### src/hdl/slfr_pkg.sv
package slfr_pkg;

	localparam logic [7:0] SYNC_BYTE      = 8'hC1;
	localparam logic [7:0] MAP_MASK       = 8'hE0;
	localparam logic [7:0] MAP_MAJOR      = 8'hA0;
	localparam logic [7:0] TYPE_KEY       = 8'h00;
	localparam logic [7:0] SMALL_UINT_MAX = 8'h17;
	localparam logic [7:0] UINT8_FOLLOWS  = 8'h18;

	localparam logic [15:0] MAX_LEN_RESET = 16'd256;
	localparam int          HEAD_DEPTH    = 4;

	typedef enum logic [1:0] {
		PH_HUNT    = 2'd0,
		PH_LEN_HI  = 2'd1,
		PH_LEN_LO  = 2'd2,
		PH_PAYLOAD = 2'd3
	} phase_t;

	typedef enum logic [2:0] {
		EV_DISCARD = 3'd0,
		EV_HEADER  = 3'd1,
		EV_BAD_LEN = 3'd2,
		EV_PAYLOAD = 3'd3,
		EV_DELIVER = 3'd4,
		EV_DROP    = 3'd5
	} event_t;

	typedef logic [HEAD_DEPTH-1:0][7:0] head_t;

	typedef struct packed {
		logic       ok;
		logic [7:0] mtype;
	} prefix_res_t;

endpackage

### src/hdl/slfr_if.sv
interface slfr_rx_if;
	logic       valid;
	logic       ready;
	logic [7:0] rx_byte;

	modport source (output valid, output rx_byte, input ready);
	modport sink (input valid, input rx_byte, output ready);
endinterface

interface slfr_evt_if;
	logic        valid;
	logic        ready;
	logic [2:0]  event_res;
	logic [7:0]  payload_byte;
	logic [15:0] byte_index;
	logic [7:0]  message_type;
	logic [15:0] frame_length;

	modport source (output valid, output event_res, output payload_byte,
		output byte_index, output message_type, output frame_length, input ready);
	modport sink (input valid, input event_res, input payload_byte,
		input byte_index, input message_type, input frame_length, output ready);
endinterface

interface slfr_cfg_if;
	logic        valid;
	logic        ready;
	logic [15:0] max_payload_len;

	modport source (output valid, output max_payload_len, input ready);
	modport sink (input valid, input max_payload_len, output ready);
endinterface

### src/hdl/slfr_prefix_check.sv
module slfr_prefix_check
	import slfr_pkg::*;
(
	input  head_t       head,
	input  logic [15:0] len,
	output prefix_res_t res
);

	logic len_ge2;
	logic len_ge3;
	logic len_ge4;

	assign len_ge2 = (len >= 16'd2);
	assign len_ge3 = (len >= 16'd3);
	assign len_ge4 = (len >= 16'd4);

	always_comb begin
		res.ok    = 1'b0;
		res.mtype = 8'd0;
		if (len_ge2 && ((head[0] & MAP_MASK) == MAP_MAJOR) && (head[1] == TYPE_KEY)
				&& len_ge3) begin
			if (head[2] <= SMALL_UINT_MAX) begin
				res.ok    = 1'b1;
				res.mtype = head[2];
			end else if ((head[2] == UINT8_FOLLOWS) && len_ge4) begin
				res.ok    = 1'b1;
				res.mtype = head[3];
			end
		end
	end

endmodule

### src/hdl/sync_length_frame_receiver.sv
// Channel  Role    Word
// rx       sink    one received byte (rx_byte)
// evt      source  event_res, payload_byte, byte_index, message_type, frame_length
// cfg      sink    max_payload_len write, always ready
//
// Each accepted byte yields one event word in the next cycle; one byte per
// cycle while rx.ready is high. The per-byte work is the frame state update plus
// the prefix check, all in the cycle of acceptance, landing in the event output
// register. rx.ready drops only while the event register is full and evt.ready is
// low. Reset returns to hunting for the sync byte, with max_payload_len at 256.
module sync_length_frame_receiver
	import slfr_pkg::*;
(
	input logic           clk,
	input logic           arst_n,
	slfr_rx_if.sink       rx,
	slfr_evt_if.source    evt,
	slfr_cfg_if.sink      cfg
);

	phase_t      phase_q, phase_d;
	logic [15:0] exp_q, exp_d;
	logic [15:0] count_q, count_d;
	logic [15:0] max_q;
	head_t       head_q;
	head_t       head_view;
	logic        accept;
	logic        head_wr;
	logic [15:0] count_inc;
	logic [15:0] len_full;
	logic        len_bad;
	logic        last_byte;
	prefix_res_t prefix;

	event_t      ev;
	logic [7:0]  pb;
	logic [15:0] idx;
	logic [7:0]  mtype;
	logic [15:0] flen;

	logic        out_valid_q;
	event_t      ev_q;
	logic [7:0]  pb_q;
	logic [15:0] idx_q;
	logic [7:0]  mtype_q;
	logic [15:0] flen_q;

	assign rx.ready  = !out_valid_q || evt.ready;
	assign accept    = rx.valid && rx.ready;
	assign cfg.ready = 1'b1;

	assign count_inc = count_q + 16'd1;
	assign last_byte = (count_inc == exp_q);
	assign len_full  = {exp_q[15:8], rx.rx_byte};
	assign len_bad   = (len_full == 16'd0) || (len_full > max_q);
	assign head_wr   = (phase_q == PH_PAYLOAD) && (count_q[15:2] == 14'd0);

	// The byte arriving now counts toward the prefix if it is one of the first four.
	always_comb begin
		for (int i = 0; i < HEAD_DEPTH; i++) begin
			if (head_wr && (count_q[1:0] == 2'(i))) begin
				head_view[i] = rx.rx_byte;
			end else begin
				head_view[i] = head_q[i];
			end
		end
	end

	slfr_prefix_check u_prefix (
		.head (head_view),
		.len  (exp_q),
		.res  (prefix)
	);

	always_comb begin
		phase_d = phase_q;
		exp_d   = exp_q;
		count_d = count_q;
		unique case (phase_q)
			PH_HUNT: begin
				if (rx.rx_byte == SYNC_BYTE) begin
					phase_d = PH_LEN_HI;
					exp_d   = 16'd0;
				end
			end
			PH_LEN_HI: begin
				phase_d = PH_LEN_LO;
				exp_d   = {rx.rx_byte, 8'd0};
			end
			PH_LEN_LO: begin
				exp_d   = len_full;
				count_d = 16'd0;
				phase_d = len_bad ? PH_HUNT : PH_PAYLOAD;
			end
			PH_PAYLOAD: begin
				count_d = count_inc;
				if (last_byte) begin
					phase_d = PH_HUNT;
				end
			end
			default: phase_d = PH_HUNT;
		endcase
	end

	always_comb begin
		ev    = EV_DISCARD;
		pb    = 8'd0;
		idx   = 16'd0;
		mtype = 8'd0;
		flen  = 16'd0;
		unique case (phase_q)
			PH_HUNT: begin
				if (rx.rx_byte == SYNC_BYTE) begin
					ev = EV_HEADER;
				end
			end
			PH_LEN_HI: begin
				ev   = EV_HEADER;
				flen = {rx.rx_byte, 8'd0};
			end
			PH_LEN_LO: begin
				ev   = len_bad ? EV_BAD_LEN : EV_HEADER;
				flen = len_full;
			end
			PH_PAYLOAD: begin
				pb   = rx.rx_byte;
				idx  = count_q;
				flen = exp_q;
				if (!last_byte) begin
					ev = EV_PAYLOAD;
				end else if (prefix.ok) begin
					ev    = EV_DELIVER;
					mtype = prefix.mtype;
				end else begin
					ev = EV_DROP;
				end
			end
			default: ev = EV_DISCARD;
		endcase
	end

	always_ff @(posedge clk or negedge arst_n) begin
		if (!arst_n) begin
			phase_q <= PH_HUNT;
			exp_q   <= 16'd0;
			count_q <= 16'd0;
			max_q   <= MAX_LEN_RESET;
		end else begin
			if (accept) begin
				phase_q <= phase_d;
				exp_q   <= exp_d;
				count_q <= count_d;
			end
			if (cfg.valid && cfg.ready) begin
				max_q <= cfg.max_payload_len;
			end
		end
	end

	always_ff @(posedge clk) begin
		if (accept && head_wr) begin
			head_q[count_q[1:0]] <= rx.rx_byte;
		end
	end

	always_ff @(posedge clk or negedge arst_n) begin
		if (!arst_n) begin
			out_valid_q <= 1'b0;
		end else if (accept) begin
			out_valid_q <= 1'b1;
		end else if (evt.ready) begin
			out_valid_q <= 1'b0;
		end
	end

	always_ff @(posedge clk) begin
		if (accept) begin
			ev_q    <= ev;
			pb_q    <= pb;
			idx_q   <= idx;
			mtype_q <= mtype;
			flen_q  <= flen;
		end
	end

	assign evt.valid        = out_valid_q;
	assign evt.event_res    = ev_q;
	assign evt.payload_byte = pb_q;
	assign evt.byte_index   = idx_q;
	assign evt.message_type = mtype_q;
	assign evt.frame_length = flen_q;

endmodule

### src/flat_wrapper.sv
// flat-port wrapper written by rule: the top's interface ports become plain ports
module sync_length_frame_receiver_flat import slfr_pkg::*;
  (clk, arst_n, rx_valid, rx_rx_byte, rx_ready, evt_valid, evt_event_res, evt_payload_byte, evt_byte_index, evt_message_type, evt_frame_length, evt_ready, cfg_valid, cfg_max_payload_len, cfg_ready);
  slfr_rx_if rx_i ();
  slfr_evt_if evt_i ();
  slfr_cfg_if cfg_i ();
  input logic clk;
  input logic arst_n;
  input wire logic [$bits(rx_i.valid)-1:0] rx_valid;
  input wire logic [$bits(rx_i.rx_byte)-1:0] rx_rx_byte;
  output wire logic [$bits(rx_i.ready)-1:0] rx_ready;
  output wire logic [$bits(evt_i.valid)-1:0] evt_valid;
  output wire logic [$bits(evt_i.event_res)-1:0] evt_event_res;
  output wire logic [$bits(evt_i.payload_byte)-1:0] evt_payload_byte;
  output wire logic [$bits(evt_i.byte_index)-1:0] evt_byte_index;
  output wire logic [$bits(evt_i.message_type)-1:0] evt_message_type;
  output wire logic [$bits(evt_i.frame_length)-1:0] evt_frame_length;
  input wire logic [$bits(evt_i.ready)-1:0] evt_ready;
  input wire logic [$bits(cfg_i.valid)-1:0] cfg_valid;
  input wire logic [$bits(cfg_i.max_payload_len)-1:0] cfg_max_payload_len;
  output wire logic [$bits(cfg_i.ready)-1:0] cfg_ready;
  assign rx_i.valid = rx_valid;
  assign rx_i.rx_byte = rx_rx_byte;
  assign rx_ready = rx_i.ready;
  assign evt_valid = evt_i.valid;
  assign evt_event_res = evt_i.event_res;
  assign evt_payload_byte = evt_i.payload_byte;
  assign evt_byte_index = evt_i.byte_index;
  assign evt_message_type = evt_i.message_type;
  assign evt_frame_length = evt_i.frame_length;
  assign evt_i.ready = evt_ready;
  assign cfg_i.valid = cfg_valid;
  assign cfg_i.max_payload_len = cfg_max_payload_len;
  assign cfg_ready = cfg_i.ready;
  sync_length_frame_receiver u_core (.clk(clk), .arst_n(arst_n), .rx(rx_i), .evt(evt_i), .cfg(cfg_i));
endmodule
### config.mk
export PLATFORM = sky130hd
export DESIGN_NAME = sync_length_frame_receiver_flat
export DESIGN_NICKNAME = d
export VERILOG_FILES = /design/src/hdl/slfr_pkg.sv /design/src/hdl/slfr_if.sv /design/src/hdl/slfr_prefix_check.sv /design/src/hdl/sync_length_frame_receiver.sv /design/src/flat_wrapper.sv
export SDC_FILE = /design/constraint.sdc
export NUM_CORES = 1
export LEC_CHECK = 0
export ABC_CLOCK_PERIOD_IN_PS = 3100
export BUFFER_PORTS_ARGS = -buffer_cell sky130_fd_sc_hd__buf_2
export CELL_PAD_IN_SITES_DETAIL_PLACEMENT = 0
export CELL_PAD_IN_SITES_GLOBAL_PLACEMENT = 1
export CORE_UTILIZATION = 40
export DETAILED_ROUTE_END_ITERATION = 8
export PLACE_DENSITY_LB_ADDON = 0.1
export SYNTH_ARGS = -nofsm -noshare
export SYNTH_HDL_FRONTEND = slang
export SYNTH_HIERARCHICAL = 1
export SYNTH_SLANG_ARGS = --single-unit
### constraint.sdc
create_clock -name clk -period 3.1 [get_ports clk]
set_input_delay 0.62 -clock clk [delete_from_list [all_inputs] [get_ports clk]]
set_output_delay 0.62 -clock clk [all_outputs]
set_load 0.01 [all_outputs]
==> results of run 1 <==
-- per-layer routing --
| layer | GRT usage, % | up-vias |
|---|---|---|
| met4 | 6.07 | 0 |
| li1 | - | 2561 |
| met3 | 5.48 | 15 |
| met2 | 35.2 | 124 |
| met5 | 0 | - |
| met1 | 27.9 | 2628 |
-- flip-flops by register name (all words and copies together) (netlist names) --
register	cells
u_core/exp_q	16
u_core/evt.message_type	8
u_core/head_q	27
u_core/evt.byte_index	16
u_core/evt.valid	1
u_core/phase_q	2
u_core/max_q	16
u_core/count_q	16
u_core/evt.frame_length	16
u_core/evt.payload_byte	8
u_core/evt.event_res	3
-- cell type report --
class,count,area [µm²],share of cell area [%]
well taps,220,275,3.25
clock inverters,14,133,1.57
flip-flops and latches,129,3620,42.8
repair buffers,142,871,10.3
inverters,37,145,1.71
clock buffers,18,439,5.19
multi-input cells,434,2980,35.2
-- stage by stage --
stage	utilization (%)	worst slack [ps]
6_report	50.9	119
3_5_place_dp	46.3	-97.4
3_3_place_gp	46.3	107
2_1_floorplan	-	25.6
4_1_cts	49.9	4.10
5_1_grt	50.9	-21.0
-- path summary, 6_finish.rpt --
kind                                                    start                                  endpoint  slack, ps  cells past startpoint
min in group clk                      cfg_max_payload_len[15]              u_core/max_q[15]$_DFFE_PN0P_        390                      3
max in group asynchronous                              arst_n               u_core/max_q[8]$_DFFE_PN1P_       2280                      2
worst min register to register    u_core/max_q[0]$_DFFE_PN0P_               u_core/max_q[0]$_DFFE_PN0P_        510                      1
worst min-delay path                                   arst_n             u_core/count_q[1]$_DFFE_PN0P_        120                      1
worst max register to register  u_core/count_q[8]$_DFFE_PN0P_  u_core/evt.message_type[2]$_SDFFCE_PN0P_        120                     13
worst max-delay path            u_core/count_q[8]$_DFFE_PN0P_  u_core/evt.message_type[2]$_SDFFCE_PN0P_        120                     13
-- power breakdown --
| group | internal (mW) | total, mW | switching [mW] |
|---|---|---|---|
| Clock | 1.13 | 1.95 | 0.815 |
| Combinational | 0.813 | 2.03 | 1.21 |
| Sequential | 2.09 | 2.31 | 0.220 |
-- worst max-delay path, delay by kind of cell, from the launching register on --
| kind | cells | cell delay (ps) |
|---|---|---|
| AOI/OAI and AO/OA | 2 | 180 |
| buffers and inverters | 3 | 350 |
| muxes | 1 | 320 |
| and+or+nand+nor | 7 | 1610 |
| DFF | 1 | 390 |
-- what timing repair did --
action,CTS,global route
buffers inserted,1,7
pin swaps,3,11
gates resized for setup,2,25
endpoints found under the setup margin,9,9
==> flow_results.xml, run 1 <==
<?xml version="1.0" encoding="UTF-8"?>
<metrics>
  <group name="detailed_routing">
    <metric name="vias" unit="">5328</metric>
    <metric name="drt-total-wl" unit="µm">18100</metric>
    <metric name="detail_route.wirelength.met1" unit="µm">8350</metric>
    <metric name="wirelength_per_cell" unit="µm">18.2</metric>
    <metric name="routed-wl-met2" unit="µm">8890</metric>
    <metric name="drcViolationCount" unit="">0</metric>
    <metric name="drt_first_pass_iters" unit="">5</metric>
    <metric name="detail_route.iter0.violations" unit="">300</metric>
    <metric name="dr_wl_met3" unit="µm">667</metric>
    <metric name="antenna_violating_nets_post_route" unit="">0</metric>
    <metric name="viasPerCell" unit="">5.36</metric>
    <metric name="highest_metal_used" unit="">met4</metric>
  </group>
  <group name="cts">
    <metric name="clock_path_buffers" unit="">2</metric>
    <metric name="cts-hold-fix-buffers" unit="">0</metric>
    <metric name="cts_root_buf" unit="">clkbuf_16</metric>
    <metric name="worst_skew_pair.late_latency" unit="ps">430</metric>
    <metric name="htree_levels" unit="">4</metric>
    <metric name="cts_made_buffers" unit="">17</metric>
    <metric name="tritoncts" unit="">done</metric>
    <metric name="cts_sinks" unit="">129</metric>
    <metric name="clk_transition_reported_paths" unit="ps">60</metric>
  </group>
  <group name="critical_path">
    <metric name="timing.critical_path.cells" unit="">nor4_2 -&gt; buf_4 -&gt; and4_4 -&gt; buf_6 -&gt; nand2_8 -&gt; mux2_4 -&gt; or3_4 -&gt; a21oi_4 -&gt; a31oi_1 -&gt; nor2_1 -&gt; inv_2 -&gt; nor3_4 -&gt; and2_4</metric>
    <metric name="timing.critical_path.slowest_stage_cell" unit="">or3_4</metric>
    <metric name="crit_fanout" unit="">8</metric>
    <metric name="critical_path.endpoint_type" unit="">flip-flop</metric>
    <metric name="cp.required" unit="ps">3400</metric>
    <metric name="worstSetupPathType" unit="">flip-flop to flip-flop</metric>
    <metric name="arrival" unit="ps">3280</metric>
    <metric name="critPathMaxStageDelay" unit="ps">400</metric>
    <metric name="crit_path_start_kind" unit="">flip-flop</metric>
  </group>
  <group name="cells_and_area">
    <metric name="most_common_library_cell_in_the_layout_ignoring_fill_and_taps" unit="">buf_2</metric>
    <metric name="design.final.nets" unit="">814</metric>
    <metric name="antennaDiodeCount" unit="">0</metric>
    <metric name="area_growth_syn_to_fin" unit="%">23.9</metric>
    <metric name="ratio_of_cells_with_drive_above_1_in_the_final_layout" unit="%">30.5</metric>
    <metric name="final_cell_mix" unit="">buf_2 (81), edfxtp_1 (78), buf_4 (59)</metric>
    <metric name="postLayoutCellArea" unit="mm²">0.00847</metric>
    <metric name="finish.cell_count_without_fillers" unit="">994</metric>
    <metric name="final.fill_count" unit="">1524</metric>
  </group>
  <group name="global_routing">
    <metric name="first_global_vias" unit="">5246</metric>
    <metric name="track_usage" unit="%">21.4</metric>
    <metric name="grt_max_degree" unit="">37</metric>
    <metric name="grt_first_pass_wirelength" unit="µm">28300</metric>
    <metric name="gr-total-overflow" unit="">0</metric>
    <metric name="antenna_violations_before_repair" unit="">0</metric>
  </group>
  <group name="pwr">
    <metric name="total_power" unit="mW">6.29</metric>
    <metric name="leakagePower" unit="nW">3.52</metric>
    <metric name="power.density_cell_area" unit="mW/mm²">743</metric>
    <metric name="ir_drop" unit="V">0.000477</metric>
  </group>
  <group name="placement">
    <metric name="numPortBuffers" unit="">81</metric>
    <metric name="finalWeightedCongestion" unit="">0.814</metric>
    <metric name="dpl.hpwl" unit="µm">12800</metric>
    <metric name="placed_area" unit="mm²">0.00771</metric>
    <metric name="place_inst" unit="">954</metric>
  </group>
  <group name="sta">
    <metric name="final.hold.worst_slack" unit="ps">122</metric>
    <metric name="period_minus_slack" unit="ps">2980</metric>
    <metric name="max_slew.worst_pin.slew" unit="ps">1030</metric>
    <metric name="maximum_clock_frequency" unit="GHz">0.335</metric>
    <metric name="max_slew_violation_total_from_the_final_report" unit="">0</metric>
    <metric name="setup-violations-final" unit="">0</metric>
    <metric name="fin_setup_tns" unit="ps">0</metric>
    <metric name="clock_skew" unit="ps">8.53</metric>
    <metric name="max-slew-margin-rel" unit="%">30.8</metric>
    <metric name="rsz0062_at_grt" unit="">true</metric>
    <metric name="post-route-period-util" unit="%">96.2</metric>
    <metric name="hold_viol" unit="">0</metric>
  </group>
  <group name="floorplanning">
    <metric name="core.rowCount" unit="">47</metric>
    <metric name="design.core.area" unit="mm²">0.0166</metric>
    <metric name="die_height" unit="µm">133</metric>
    <metric name="chipWidth" unit="µm">133</metric>
    <metric name="initial_utilization" unit="%">41.0</metric>
    <metric name="dieArea" unit="mm²">0.0176</metric>
    <metric name="io_pins" unit="">83</metric>
  </group>
  <group name="min_path">
    <metric name="hold_class" unit="">primary input to asynchronous set/reset pin</metric>
  </group>
  <group name="synthesis">
    <metric name="syn_avg_cell_area" unit="µm²">10.6</metric>
    <metric name="mapped_area" unit="mm²">0.00683</metric>
    <metric name="syn-instance-count" unit="">646</metric>
    <metric name="synth_nets" unit="">699</metric>
    <metric name="synth_warnings" unit="">6</metric>
  </group>
  <group name="status">
    <metric name="status" unit="">finished, final reports clean</metric>
  </group>
  <group name="flow_run">
    <metric name="cap_violations" unit="">0</metric>
  </group>
</metrics>
Note: power is estimated with default switching activity, not from simulation.
==> run 2: changes to the inputs <==
PLACE_DENSITY_LB_ADDON = 0.25   (was 0.1)
==> run 2 against run 1 <==
Register-to-register slack better by 130 ps. Power grew 0.32%. Global-route usage fell by 0.69 points. Sequential power barely moved. Highest routed layer unchanged.
==> flow_results.xml, run 2 (synthesis gave the netlist of run 1 again) <==
<?xml version="1.0" encoding="UTF-8"?>
<metrics>
  <group name="status">
    <metric name="status" unit="">finished, final reports clean</metric>
  </group>
  <group name="cells_and_area">
    <metric name="postLayoutCellArea" unit="mm²">0.00838</metric>
    <metric name="design.final.nets" unit="">807</metric>
    <metric name="multi_input_comb_area" unit="mm²">0.00292</metric>
    <metric name="final_cell_mix" unit="">buf_2 (81), edfxtp_1 (78), o21ai_0 (56)</metric>
    <metric name="ratio_of_cells_with_drive_above_1_in_the_final_layout" unit="%">29.1</metric>
    <metric name="finish.cell_count_without_fillers" unit="">987</metric>
    <metric name="area_growth_syn_to_fin" unit="%">22.7</metric>
    <metric name="most_common_library_cell_in_the_layout_ignoring_fill_and_taps" unit="">buf_2</metric>
    <metric name="number_of_flip_flops_in_the_largest_register" unit="">27</metric>
    <metric name="final.fill_count" unit="">1552</metric>
    <metric name="antennaDiodeCount" unit="">0</metric>
    <metric name="regArea" unit="mm²">0.00362</metric>
  </group>
  <group name="cts">
    <metric name="cts_made_buffers" unit="">17</metric>
    <metric name="htree_levels" unit="">4</metric>
    <metric name="worst_skew_pair.late_latency" unit="ps">420</metric>
    <metric name="cts_root_buf" unit="">clkbuf_16</metric>
    <metric name="clk_transition_reported_paths" unit="ps">60</metric>
    <metric name="cts-hold-fix-buffers" unit="">0</metric>
    <metric name="cts_sinks" unit="">129</metric>
    <metric name="clock_path_buffers" unit="">2</metric>
    <metric name="tritoncts" unit="">done</metric>
  </group>
  <group name="floorplanning">
    <metric name="chipWidth" unit="µm">133</metric>
    <metric name="design.core.area" unit="mm²">0.0166</metric>
    <metric name="core.rowCount" unit="">47</metric>
    <metric name="initial_utilization" unit="%">41.0</metric>
    <metric name="dieArea" unit="mm²">0.0176</metric>
    <metric name="die_height" unit="µm">133</metric>
    <metric name="io_pins" unit="">83</metric>
  </group>
  <group name="placement">
    <metric name="finalWeightedCongestion" unit="">0.863</metric>
    <metric name="placed_area" unit="mm²">0.00771</metric>
    <metric name="place_inst" unit="">954</metric>
    <metric name="numPortBuffers" unit="">81</metric>
    <metric name="dpl.hpwl" unit="µm">12300</metric>
  </group>
  <group name="detailed_routing">
    <metric name="drcViolationCount" unit="">0</metric>
    <metric name="antenna_violating_nets_post_route" unit="">0</metric>
    <metric name="wirelength_per_cell" unit="µm">17.7</metric>
    <metric name="vias" unit="">5284</metric>
    <metric name="drt_first_pass_iters" unit="">5</metric>
    <metric name="viasPerCell" unit="">5.35</metric>
    <metric name="detail_route.iter0.violations" unit="">389</metric>
    <metric name="drt-total-wl" unit="µm">17400</metric>
  </group>
  <group name="critical_path">
    <metric name="worstSetupPathType" unit="">flip-flop to flip-flop</metric>
    <metric name="arrival" unit="ps">3010</metric>
    <metric name="critical_path.endpoint_type" unit="">flip-flop</metric>
    <metric name="crit_path_start_kind" unit="">flip-flop</metric>
    <metric name="crit_fanout" unit="">8</metric>
    <metric name="cp.required" unit="ps">3260</metric>
  </group>
  <group name="sta">
    <metric name="setup-violations-final" unit="">0</metric>
    <metric name="fin_setup_tns" unit="ps">0</metric>
    <metric name="period_minus_slack" unit="ps">2850</metric>
    <metric name="final.hold.worst_slack" unit="ps">131</metric>
    <metric name="maximum_clock_frequency" unit="GHz">0.350</metric>
    <metric name="max_slew.worst_pin.slew" unit="ps">1080</metric>
    <metric name="max_slew_violation_total_from_the_final_report" unit="">0</metric>
    <metric name="clock_skew" unit="ps">7.00</metric>
    <metric name="hold_viol" unit="">0</metric>
    <metric name="max-slew-margin-rel" unit="%">27.8</metric>
    <metric name="rsz0062_at_grt" unit="">false</metric>
    <metric name="post-route-period-util" unit="%">92.1</metric>
  </group>
  <group name="global_routing">
    <metric name="grt_max_degree" unit="">37</metric>
    <metric name="use_met2" unit="%">33.2</metric>
    <metric name="track_usage" unit="%">20.7</metric>
    <metric name="grtUsageMet3" unit="%">4.18</metric>
    <metric name="gr-total-overflow" unit="">0</metric>
    <metric name="first_global_vias" unit="">5193</metric>
    <metric name="grt_first_pass_wirelength" unit="µm">27900</metric>
    <metric name="antenna_violations_before_repair" unit="">0</metric>
    <metric name="busiest_layer" unit="">met2</metric>
    <metric name="use_met1" unit="%">27.9</metric>
  </group>
  <group name="pwr">
    <metric name="ir_drop" unit="V">0.000487</metric>
    <metric name="leakagePower" unit="nW">3.47</metric>
    <metric name="power.density_cell_area" unit="mW/mm²">753</metric>
    <metric name="total_power" unit="mW">6.31</metric>
  </group>
  <group name="min_path">
    <metric name="hold_class" unit="">primary input to asynchronous set/reset pin</metric>
  </group>
  <group name="flow_run">
    <metric name="cap_violations" unit="">0</metric>
  </group>
</metrics>
run 2: routing by layer:
layer  part of all wire [%]  vias to the layer above  wire length [µm]
li1                       -                     2554                 -
met1                     46                     2547              8060
met2                     48                      163              8370
met3                    4.3                       20               746
met4                    1.5                        0               264
met5                      0                        -                 0
run 2: what timing repair did:
action	4_1_cts	5_1_grt
endpoints found under the setup margin	8	9
hold endpoints to repair	0	0
gates cloned	0	0
pin swaps	0	4
setup buffers	0	1
resized for setup	1	11
run 2: path summary, 6_finish.rpt:
check / slack, ps / startpoint / depth (start not counted) / endpoint
min: 130 / arst_n / 1 / u_core/count_q[1]$_DFFE_PN0P_
min reg2reg: 530 / u_core/max_q[8]$_DFFE_PN1P_ / 2 / u_core/max_q[8]$_DFFE_PN1P_
max in group asynchronous: 2090 / arst_n / 2 / u_core/max_q[8]$_DFFE_PN1P_
max reg2reg: 250 / u_core/phase_q[0]$_DFFE_PN0P_ / 13 / u_core/evt.event_res[0]$_DFFE_PP_
max: 250 / u_core/phase_q[0]$_DFFE_PN0P_ / 13 / u_core/evt.event_res[0]$_DFFE_PP_
min in group clk: 410 / cfg_max_payload_len[1] / 3 / u_core/max_q[1]$_DFFE_PN0P_
run 2: through the flow:
step	utilization, %	setup slack, ps
2_1_floorplan	-	25.6
3_3_place_gp	46.3	94.1
3_5_place_dp	46.3	7.76
4_1_cts	50.0	47.9
5_1_grt	50.3	6.47
6_report	50.3	246
run 2: worst max-delay path: stages, from the launching register on:
cell and delay, ps:
dfrtp_1 400, ha_4 170, clkinv_4 40, nor4_2 240, and4_4 320, nand2_4 100
mux2_2 290, or3_1 400, a21oi_2 140, a31oi_1 60, nor2_1 100, inv_1 80
o21ai_0 160, a21oi_1 90
run 2: final cells by class:
| type | instances | share of cell area [%] |
|---|---|---|
| Clock buffer | 19 | 5.29 |
| Timing Repair Buffer | 135 | 9.68 |
| Clock inverter | 13 | 1.96 |
| Tap cell | 220 | 3.29 |
| Inverter | 37 | 1.73 |
| Multi-Input combinational cell | 434 | 34.8 |
| Sequential cell | 129 | 43.2 |
run 2: power breakdown:
part | leakage [nW] | switching [mW] | internal (mW) | total, mW
combinational | 1.77 | 1.18 | 0.768 | 1.95
clock | 0.281 | 0.757 | 1.28 | 2.04
sequential | 1.41 | 0.223 | 2.10 | 2.32
total | 3.47 | 2.16 | 4.15 | 6.31
